--- src/sv/pvm_ram.sv ---
// Generic single-port-write, registered-read RAM.
`default_nettype none
module pvm_ram #(
  parameter int WIDTH = 16,
  parameter int DEPTH = 256
) (
  input  wire logic                     clk,
  input  wire logic                     we,
  input  wire logic [$clog2(DEPTH)-1:0] waddr,
  input  wire logic [WIDTH-1:0]         wdata,
  input  wire logic [$clog2(DEPTH)-1:0] raddr,
  output logic      [WIDTH-1:0]         rdata
);
  logic [WIDTH-1:0] mem [DEPTH];

  always_ff @(posedge clk) begin
    if (we) begin
      mem[waddr] <= wdata;
    end
    rdata <= mem[raddr];
  end
endmodule
`default_nettype wire

--- config.mk ---
export PLATFORM = sky130hd
export DESIGN_NAME = pvm_ram
export DESIGN_NICKNAME = d
export VERILOG_FILES = /design/src/sv/pvm_ram.sv
export SDC_FILE = /design/constraint.sdc
export NUM_CORES = 2
export LEC_CHECK = 0
export BUFFER_PORTS_ARGS = -buffer_cell sky130_fd_sc_hd__buf_2
export CORE_MARGIN = 2
export CORE_UTILIZATION = 25
export CTS_BUF_LIST = sky130_fd_sc_hd__clkbuf_8 sky130_fd_sc_hd__clkbuf_16
export DETAILED_ROUTE_END_ITERATION = 12
export GPL_ROUTABILITY_DRIVEN = 1
export GPL_TIMING_DRIVEN = 0
export MAX_ROUTING_LAYER = met4
export PLACE_DENSITY = 0.46
export RECOVER_POWER = 100
export SLEW_MARGIN = 40
export SYNTH_ARGS = -nofsm -noshare
export SYNTH_HDL_FRONTEND = slang
export SYNTH_SLANG_ARGS = --single-unit
export TNS_END_PERCENT = 1
--- constraint.sdc ---
create_clock -name clk -period 3.4 [get_ports clk]
set_input_delay 0.68 -clock clk [delete_from_list [all_inputs] [get_ports clk]]
set_output_delay 0.68 -clock clk [all_outputs]
set_load 0.02 [all_outputs]
[After elaboration in Yosys (flattened, before gate mapping)]
Memory sizes are Yosys's and may differ from the RTL's. A register that Yosys moved wholly into a read port is not among the register bits.
Cells that the tools add are included.
Word-level totals
  bits of input ports: 34
  RAM bits: 4096
  output and inout port bits: 16
  memories: 1
  word-level logic and storage cells: 3
  bits in registers: 0
  bits in latches: 0
  ROM bits: 0
Operators by class
  magnitude comparators: 0
  $add $sub $neg: 0
  reduce and logical (&&, ||, !) cells: 0
  equal/unequal tests: 0
  multiply operators: 0
  mux-type cells: 2
  bitwise gates (word level): 0
  div/mod/pow operators: 0
  shift-type cells: 0
Memory list
  mem: words 256, width 16, read ports 1, clocked after Yosys merged registers in 1, wr ports 1, line 14  | logic [WIDTH-1:0] mem [DEPTH];
Operators by type and width (count)
  $mux 1: 2

[Logic depth before layout (Yosys ltp)]
  word-level depth: 2
  gate-level depth with buffers: 12
  gate-level depth less buffers: 6

[Worst setup path after synthesis]
No wires, ideal clock.
  path kind: input-to-reg
  from: in waddr[3]
  to: mem mem[235][0], enable pin
  data arrival time: 2.457 ns
  required time: 3.012 ns
  buffers on the path: 3
  setup slack: 0.555 ns
  stages: 6
  cell sequence: clkbuf_1 > nor2b_1 > clkbuf_1 > nand4_1 > clkbuf_1 > nor2_1
RTL lines
  from (decl): line 9  | input wire logic [$clog2(DEPTH)-1:0] waddr,
  to (decl): line 14
No word-level cell before the write port.

==> metrics.txt <==
share of the yosys chip area belonging to registers 77.7%; # Max-Cap Violations 38; post-synthesis instance area 159000 µm²; antenna violations before repair 73; setup slack after layout -0.226 ns; violations in the final reports capacitance limit, slew limit, setup timing; routed wire length 555 mm; fraction of the mapped netlist area in compound gates 3.54%; Data arrival, critical path 4.56 ns; final slew viol count 1291; setup violation total in the final timing report 510; IO Count 50; area growth from synthesis to final layout 18.2%; Via-to-Cell Ratio 4.91; final hold violations 0; post-DP HPWL 394 mm; run status finished with violations; htree depth 5; number of DRC violations after detailed routing 0; Least-Margin Pin Slew 3.67 ns; reg2reg setup slack 0.32 ns; vertical extent of the die 801 µm; Leakage Power 58.0 nW; Row Count 292; basic-gate share of the synthesized area counting and, or, nand and nor cells 1.57%; Critical Path Sink Type register; worst IR drop on VDD 427 µV; synthesized-area fraction occupied by xor and xnor cells 0%; CP Capture Point rdata[11]$_DFF_P_; pin count of the biggest net entering global routing 89; RSZ-0062 raised after global routing true; Register-to-Register Path Depth 7; post-synth net total 7394; biggest fanout along the worst timing path 10; Clk Tree Root Cell sky130_fd_sc_hd__clkbuf_16; Post-Place Cells 16100; prevailing post-synth register cell sky130_fd_sc_hd__edfxtp_1; total global routing overflow 0; vias 82800; max-slew headroom at the worst pin -144%; routability cong. 0.922; post-route non-filler standard cell count 16800; Post-Synthesis Mean Instance Area 21.6 µm²; synthesis-stage register bit count 4112; die outline area 641000 µm²; global-route wire length before repair 737 mm; number of global-route vias before repair 81900; initial DRC count 11000; utilization after layout 29.7%; reg-to-reg critical path endpoint rdata[11]$_DFF_P_; TritonCTS clock tree built; Final period util 107%; final worst hold slack 0.149 ns; worst slack at placement -2.29 ns; Final ANT Viol Nets 0; TritonCTS Sinks 4112; Worst-Skew Late Latency 1.05 ns; PwrDens 573 nW/µm²; final total power 107 mW; First-pass DRT Iterations 8; post-layout min period 3.63 ns; horizontal die dimension 801 µm; ys async rst share 0%; overall track demand over capacity in global routing 17.2%; classification of the worst-slack hold path primary input to register; mux share of post-synthesis cell area 15.5%; category of the worst setup path launch point primary input; Synthesis Warnings 0; share of post-route cells with drive strength above 1 26.3%; post-CTS clock slew at the launch and capture registers of the worst setup and hold paths 0.06 ns; starting density of the core 25.1%; worst reg2reg startpoint mem[130][11]$_DFFE_PP_; post-synthesis adder-cell area fraction 0%; number of CTS-inserted buffers 419; worst clock skew 0.0678 ns; required time of the critical path 4.33 ns; combinational family with the most area after synthesis multiplexers; max frequency 276 MHz; count of cell types in the netlist 52; number of enable-type register cells in the synthesized netlist 4096; maximum count of clock buffers along a single path 4; Wirelength per Cell 33.0 µm; worst setup path start raddr[1]; count of buffers from port buffering 39; Final nets 8141; Crit Path Category primary input to register; floorplan core area 632000 µm²; number of instances in the synthesized netlist 7360
layout make-up:
class,instances,area [µm²]
fill,61300,445000
sequential,4112,123000
multi-input combinational,2792,34500
clock buffer,421,10500
tap,8379,10500
timing repair buffer,328,3140
buffer,450,3000
clock inverter,325,2510
antenna,35,87.6
inverter,4,23.8
synth_stat cells (38+ instances only):
cell / number / share of area, %
sky130_fd_sc_hd__nor3_1: 92 / 0.29
sky130_fd_sc_hd__edfxtp_1: 4096 / 77
sky130_fd_sc_hd__buf_2: 76 / 0.24
sky130_fd_sc_hd__a21oi_1: 175 / 0.55
sky130_fd_sc_hd__a22oi_1: 43 / 0.20
sky130_fd_sc_hd__nor2_1: 304 / 0.72
sky130_fd_sc_hd__buf_6: 77 / 0.55
sky130_fd_sc_hd__o221ai_1: 252 / 1.4
sky130_fd_sc_hd__nand2_1: 38 / 0.090
sky130_fd_sc_hd__clkbuf_1: 230 / 0.54
sky130_fd_sc_hd__mux4_2: 797 / 11
sky130_fd_sc_hd__o22ai_1: 148 / 0.58
sky130_fd_sc_hd__mux2i_1: 565 / 3.6
sky130_fd_sc_hd__mux2_2: 88 / 0.62
kinds of logic (layout without fill, tap and decap cells):
logic type | after synthesis | count (layout)
buffers and inverters | 456 | 1528
flip-flops | 4112 | 4112
other | 0 | 35
AND/OR/NAND/NOR | 556 | 556
multiplexers | 1450 | 1450
AO/OA/AOI/OAI | 786 | 786
layer usage:
metal / part of all wire, % / track usage [%]
met2: 47 / 26.9
met4: 4.7 / 6.49
met5: 0 / -
met3: 8.0 / 3.22
met1: 41 / 22.3
how the worst min path moves through the flow:
| stage | depth (start not counted) | endpoint | from |
|---|---|---|---|
| final | 1 | mem[119][6]$_DFFE_PP_ | wdata[6] |
| after global routing | 1 | mem[112][6]$_DFFE_PP_ | wdata[6] |
| after CTS | 1 | mem[56][12]$_DFFE_PP_ | wdata[12] |
| after detailed placement | 1 | mem[84][14]$_DFFE_PP_ | wdata[14] |
| after global placement | 1 | rdata[4] | rdata[4]$_DFF_P_ |
| after floorplan | 0 | mem[0][0]$_DFFE_PP_ | wdata[0] |
power breakdown:
group          internal (mW)  leakage (nW)  switching [mW]
Combinational           2.05          14.3            4.73
Clock                   24.8          6.75            19.8
Sequential              55.9          36.9          0.0366
metrics by stage:
step	cell area (µm²)	setup TNS, ns
after floorplan	159000	0
after global placement	169000	-
after detailed placement	178000	-544.08
after CTS	192000	-0.310
after global routing	188000	-5.98
final	188000	-30.09
sequential cells by signal (all words and copies together), names as in the netlist:
register,flops
rdata,16
mem,4096
cell usage in the layout (no fill, tap or decap), types with 39 or more instances in the layout:
| master | count |
|---|---|
| sky130_fd_sc_hd__a21oi_1 | 162 |
| sky130_fd_sc_hd__a22oi_1 | 39 |
| sky130_fd_sc_hd__buf_16 | 50 |
| sky130_fd_sc_hd__buf_2 | 83 |
| sky130_fd_sc_hd__buf_4 | 69 |
| sky130_fd_sc_hd__buf_6 | 83 |
| sky130_fd_sc_hd__clkbuf_1 | 218 |
| sky130_fd_sc_hd__clkbuf_16 | 421 |
| sky130_fd_sc_hd__clkbuf_2 | 174 |
| sky130_fd_sc_hd__clkbuf_4 | 42 |
| sky130_fd_sc_hd__clkinv_1 | 109 |
| sky130_fd_sc_hd__clkinv_2 | 55 |
| sky130_fd_sc_hd__edfxtp_1 | 4096 |
| sky130_fd_sc_hd__inv_1 | 99 |
| sky130_fd_sc_hd__mux2_2 | 87 |
| sky130_fd_sc_hd__mux2i_1 | 565 |
| sky130_fd_sc_hd__mux4_2 | 797 |
| sky130_fd_sc_hd__nor2_1 | 206 |
| sky130_fd_sc_hd__nor2_2 | 47 |
| sky130_fd_sc_hd__nor2_4 | 51 |
| sky130_fd_sc_hd__nor3_1 | 54 |
| sky130_fd_sc_hd__o221ai_1 | 239 |
| sky130_fd_sc_hd__o22ai_1 | 147 |
worst max-delay path, cell delays in order:
cell                       delay (ns)
sky130_fd_sc_hd__buf_4           0.25
sky130_fd_sc_hd__buf_4           0.42
sky130_fd_sc_hd__clkbuf_2        0.59
sky130_fd_sc_hd__mux4_2          0.44
sky130_fd_sc_hd__mux2_2          0.34
sky130_fd_sc_hd__a221oi_1        0.67
sky130_fd_sc_hd__o31ai_4         0.29
sky130_fd_sc_hd__o32ai_4         0.43
sky130_fd_sc_hd__nor4_2          0.15
sky130_fd_sc_hd__buf_4           0.21
repair_timing:
action | CTS | global route
setup endpoints to repair | 16 | 16
hold endpoints to repair | 32 | 0
pin swaps | 3 | 6
resized for setup | 163 | 40
hold buffers | 2 | 0
setup buffers | 0 | 3
Power figures use the tool's default switching activity.
