--- config.mk ---
export PLATFORM = sky130hd
export DESIGN_NAME = pvm_div
export DESIGN_NICKNAME = d
export VERILOG_FILES = /design/src/sv/pvm_pkg.sv /design/src/sv/pvm_div.sv
export SDC_FILE = /design/constraint.sdc
export NUM_CORES = 1
export LEC_CHECK = 0
export BUFFER_PORTS_ARGS = -buffer_cell sky130_fd_sc_hd__buf_4
export CAP_MARGIN = 5
export CELL_PAD_IN_SITES_DETAIL_PLACEMENT = 1
export CELL_PAD_IN_SITES_GLOBAL_PLACEMENT = 2
export CORE_MARGIN = 10
export CORE_UTILIZATION = 35
export DETAILED_ROUTE_END_ITERATION = 12
export PLACE_DENSITY = 0.91
export SETUP_SLACK_MARGIN = 0.05
export SLEW_MARGIN = 0
export SYNTH_ARGS = -nofsm -noshare
export SYNTH_HDL_FRONTEND = slang
export SYNTH_SLANG_ARGS = --single-unit
--- constraint.sdc ---
create_clock -name clk -period 2.9 [get_ports clk]
set_input_delay 0.58 -clock clk [delete_from_list [all_inputs] [get_ports clk]]
set_output_delay 0.58 -clock clk [all_outputs]
set_load 0.01 [all_outputs]
--- src/sv/pvm_pkg.sv ---
// Shared constants and types for the PCM voice mixer.
`default_nettype none
package pvm_pkg;
  localparam int VOICES      = 8;
  localparam int SOUNDS      = 16;
  localparam int STORE_WORDS = 65536;

  localparam int ADDR_W  = $clog2(STORE_WORDS);
  localparam int SND_W   = (SOUNDS > 1) ? $clog2(SOUNDS) : 1;
  localparam int VOICE_W = $clog2(VOICES);
  localparam int CNT_W   = $clog2(VOICES + 1);
  localparam int SUM_W   = 16 + $clog2(VOICES) + 1;
  localparam int CUR_W   = 17;

  localparam logic [1:0] MODE_WR_SAMPLE = 2'd0;
  localparam logic [1:0] MODE_WR_SOUND  = 2'd1;
  localparam logic [1:0] MODE_PLAY      = 2'd2;
  localparam logic [1:0] MODE_TICK      = 2'd3;

  typedef struct packed {
    logic [15:0]      start;
    logic [CUR_W-1:0] limit;
    logic             stereo;
    logic             loop_en;
    logic             present;
  } snd_desc_t;
endpackage
`default_nettype wire

--- src/sv/pvm_div.sv ---
// Restoring divider, one quotient bit per cycle, for the mix averages.
`default_nettype none
module pvm_div
  import pvm_pkg::*;
(
  input  wire logic             clk,
  input  wire logic             rst_n,
  input  wire logic             start,
  input  wire logic [SUM_W-1:0] num,
  input  wire logic [CNT_W-1:0] den,
  output logic      [SUM_W-1:0] quo,
  output logic                  done
);
  localparam int STEP_W = $clog2(SUM_W + 1);

  logic [SUM_W-1:0]  quo_r;
  logic [CNT_W-1:0]  rem_r;
  logic [CNT_W-1:0]  den_r;
  logic [STEP_W-1:0] step_r;
  logic              busy_r;
  logic              done_r;
  logic [CNT_W:0]    trial;

  assign trial = {rem_r, quo_r[SUM_W-1]};

  always_ff @(posedge clk) begin
    if (!rst_n) begin
      busy_r <= 1'b0;
      done_r <= 1'b0;
      step_r <= '0;
    end else begin
      done_r <= 1'b0;
      if (start) begin
        busy_r <= 1'b1;
        step_r <= '0;
      end else if (busy_r) begin
        if (step_r == STEP_W'(SUM_W - 1)) begin
          busy_r <= 1'b0;
          done_r <= 1'b1;
        end
        step_r <= step_r + 1'b1;
      end
    end
  end

  always_ff @(posedge clk) begin
    if (start) begin
      quo_r <= num;
      rem_r <= '0;
      den_r <= den;
    end else if (busy_r) begin
      if (trial >= {1'b0, den_r}) begin
        rem_r <= CNT_W'(trial - {1'b0, den_r});
        quo_r <= {quo_r[SUM_W-2:0], 1'b1};
      end else begin
        rem_r <= trial[CNT_W-1:0];
        quo_r <= {quo_r[SUM_W-2:0], 1'b0};
      end
    end
  end

  assign quo  = quo_r;
  assign done = done_r;
endmodule
`default_nettype wire

# Yosys cells after proc, flatten, opt, wreduce, memory -nomap -nowiden
# Cells that the tools add are included.
# W data, S select, Z words.
[op_classes]
n_addsub = 2
n_lt_le_gt_ge = 1
eq_ne = 1
mux = 8
bitwise = 2
n_reduce_logical = 3
[op_table]
columns = ["op", "n"]
rows = [
  ["$mux W20", 2],
  ["$add A5 B1 Y5 const B", 1],
  ["$eq A5 B5 Y1 const B", 1],
  ["$ge A5 B4 Y1", 1],
  ["$mux W1", 5],
  ["$mux W4", 1],
  ["$sub A4 B4 Y4", 1],
  ["$reduce_or A3 Y1", 1],
  ["$not A1 Y1", 2],
  ["$reduce_bool A2 Y1", 1],
  ["$reduce_or A2 Y1", 1],
]
[totals]
ff_bits = 35
output_inout_bits = 21
elab_cells = 23

# Depth between registers and ports, before layout
[logic_depth]
ltp_word = 4
ltp_mapped = 6
depth_no_buf = 6

# Least setup slack after synthesis
# No wires, ideal clock.
[synth_timing]
path_type = "flip-flop to flip-flop"
startpoint = "reg den_r[1]"
endpoint = "reg quo_r[0], in the netlist quo[0] (data pin)"
arrival_ps = 1552
path_slack_ps = 1088
stages_incl_launch_ff = 7
n_path_buf = 0
period_less_slack_ps = 1812
cell_sequence = "edfxtp_1 -> inv_1 -> ha_1 -> nor2b_1 -> o221a_4 -> or2_4 -> mux2_2"
[synth_via]
elab_chain_len = 4
[synth_lines]
columns = ["item", "line_no", "source"]
rows = [
  ["from (decl)", "pvm_div.sv:18", "logic [CNT_W-1:0] den_r;"],
  ["from (signal assigned)", "pvm_div.sv:50", "den_r <= den;"],
  ["$ge A5 B4 Y1", "pvm_div.sv:52", "if (trial >= {1'b0, den_r}) begin"],
  ["$mux W1", "pvm_div.sv:52", ""],
  ["$mux W20", "pvm_div.sv:51", "end else if (busy_r) begin"],
  ["$mux W20", "pvm_div.sv:47", "if (start) begin"],
  ["to (signal assigned)", "pvm_div.sv:48", "quo_r <= num;"],
  ["to (signal assigned)", "pvm_div.sv:54", "quo_r <= {quo_r[SUM_W-2:0], 1'b1};"],
  ["to (signal assigned)", "pvm_div.sv:57", "quo_r <= {quo_r[SUM_W-2:0], 1'b0};"],
  ["to (decl)", "pvm_div.sv:16", "logic [SUM_W-1:0] quo_r;"],
]
# No other way between the ends. The select of a mux whose other input is x is not followed.
# A chain may end at the register's enable or synchronous reset.

# Worst setup path in the final report
# Same ends and word-level chain as after synthesis.

==> qor.yml <==
status: "finished, final reports clean"
max_cap_violations: 0
finalSetupTns_ns: 0
clk_pin_slew_ns: 0.07
area_growth_pct: 31.7
syn-instance-count: 115
cts_tree: "done"
antenna_found_initial: 0
min_period_ns: 1.92
synth_edf_count: 24
finalPower_mw: 1.19
routed_wl_um: 3930
place_inst: 212
synth-warning-count: 0
worstPathRequired_ns: 2.93
synth_fp_nets: 148
routed_via_density: 5.15
cts_root_buffer: "clkbuf_8"
cts_buffers: 5
dieArea_mm2: 0.00755
grt_pass1_vias: 1299
drtIter0Drc: 74
hold_viol: 0
max-slew-margin-rel_pct: 71.4
max_freq_mhz: 520
critical_path_peak_fanout: 5
vias: 1132
cts_setup_buffers: 0
power_density_mw_per_mm2: 577
row_count: 24
synth_top_flop_cell: "edfxtp_1"
yosys_register_bits: 35
min_period_over_period_pct: 66.3
initial_utilization_pct: 35.9
cts_max_level: 2
ys_seq_area_share_pct: 60.1
antennaDiodeCount: 0
cts_resized: 0
grt.total_usage_pct: 10.9
grt_first_pass_wirelength_um: 6460
dr.pass1.iters: 4
avgSynthCellArea_um2: 13.6
io-pin-count: 48
final_layout_size_suffix_gt1_share_pct: 45.8
ir_drop_mv: 0.297
clock_sinks: 35
skew_ns: 0.00677
holdCritPathClass: "in -> reg"
holdBufCountCts: 0
synth_cell_types: 28
core_region_area_mm2: 0.00435
synth_largest_area_cell: "edfxtp_1"
grt_overflow: 0
yosys.cell_count.top_type: "edfxtp_1"
synthTopCellsByCount: "edfxtp_1, mux2_2, dfxtp_1"
gp_congestion: 0.839
rsz0062_at_grt: "no"
finalSetupViolations: 0
syn-cell-area_mm2: 0.00157
r2r_cells: 6
cts_buffer_depth: 2
postSynth.asyncResetShare_pct: 0
final_util_pct: 47.3
grt_max_degree: 29
endpoint_kind: "flop"
final_cells: 220
nNetsFinal: 200
io_buffers: 47
cellLeakagePower_nw: 0.855
startpoint_type: "flop"
dp_hpwl_um: 3020
clk_latency_ns: 0.28
die_w_um: 86.9
arrival_ns: 1.96
yosysTopAreaCellShare_pct: 46.0
hold-path-cell-count: 1
ant_nets: 0
drc_errors: 0
maxSlewViolCount: 0
ys_top_cells_by_area: "edfxtp_1, mux2_2, dfxtp_1, ha_1, xor2_1"
path_class: "reg -> reg"
routedWlPerCell_um: 17.9
die_h_um: 86.9
max_slew.worst_pin.slew_ns: 0.429
==> where the power goes <==
group | total (mW) | leakage, nW | switching [mW] | internal (mW)
combinational | 0.235 | 0.483 | 0.109 | 0.126
clock | 0.335 | 0.0422 | 0.166 | 0.168
sequential | 0.619 | 0.330 | 0.0299 | 0.589
==> layout make-up <==
class / count / area [um^2]
Tap cell: 52 / 65.1
Sequential cell: 35 / 941
Timing Repair Buffer: 48 / 360
Inverter: 7 / 26.3
Clock buffer: 7 / 76.3
Clock inverter: 1 / 5.00
Fill cell: 449 / 2290
Multi-Input combinational cell: 70 / 587
==> state kept, by name, indices dropped and copies added, names as in the netlist <==
name	flops
rem_r	4
step_r	5
busy_r	1
done	1
quo	20
den_r	4
==> layer usage <==
metal  GRT usage [%]  share of wire (%)  vias up
li1                -                  -      531
met1            10.9                 37      548
met2            17.7                 49       44
met3            7.40                 12        9
met4            3.83                2.1        0
met5               0                  0        -
==> cells by family (layout without fill, tap and decap cells) <==
group,after synthesis,count (layout),synth area share [%]
AO/OA/AOI/OAI,11,11,5.76
XOR/XNOR,5,5,2.80
adder cells (fa/ha/maj),6,6,5.28
buffers and inverters,10,63,2.40
flip-flops,35,35,60.1
multiplexers,21,21,15.0
AND/OR/NAND/NOR,27,27,8.63
==> through the flow <==
stage / setup WS [ns] / cell area [um^2] / hold slack, ns
floorplan: 1.09 / 1570 / 0.454
global placement: 1.05 / 1980 / 0.492
detailed placement: 0.973 / 1980 / 0.479
CTS: 0.969 / 2060 / 0.468
global route: 0.898 / 2060 / 0.460
finish: 0.978 / 2060 / 0.481
==> placed cells by master (no fill, tap or decap), drive strengths merged, types with 5 or more instances in the layout <==
cell type | Yosys | routed
buf | 1 | 48
clkbuf | 2 | 7
dfxtp | 11 | 11
edfxtp | 24 | 24
ha | 5 | 5
inv | 7 | 7
mux2 | 20 | 20
nand2 | 5 | 5
nor2 | 7 | 7
==> final timing paths <==
check / end / slack (ns) / startpoint
max: quo[0] / 0.98 / den_r[1]
min: den_r[2] / 0.48 / den[2]
max reg2reg: quo[0] / 0.98 / den_r[1]
min reg2reg: rem_r[3] / 0.49 / rem_r[3]
==> critical path, stage by stage, from the launching register on <==
cell      delay, ns
edfxtp_1       0.42
inv_1          0.08
ha_1           0.23
nor2b_1        0.16
o221a_4        0.27
or2_4          0.25
mux2_2         0.27
Note: power is estimated with default switching activity, not from simulation.
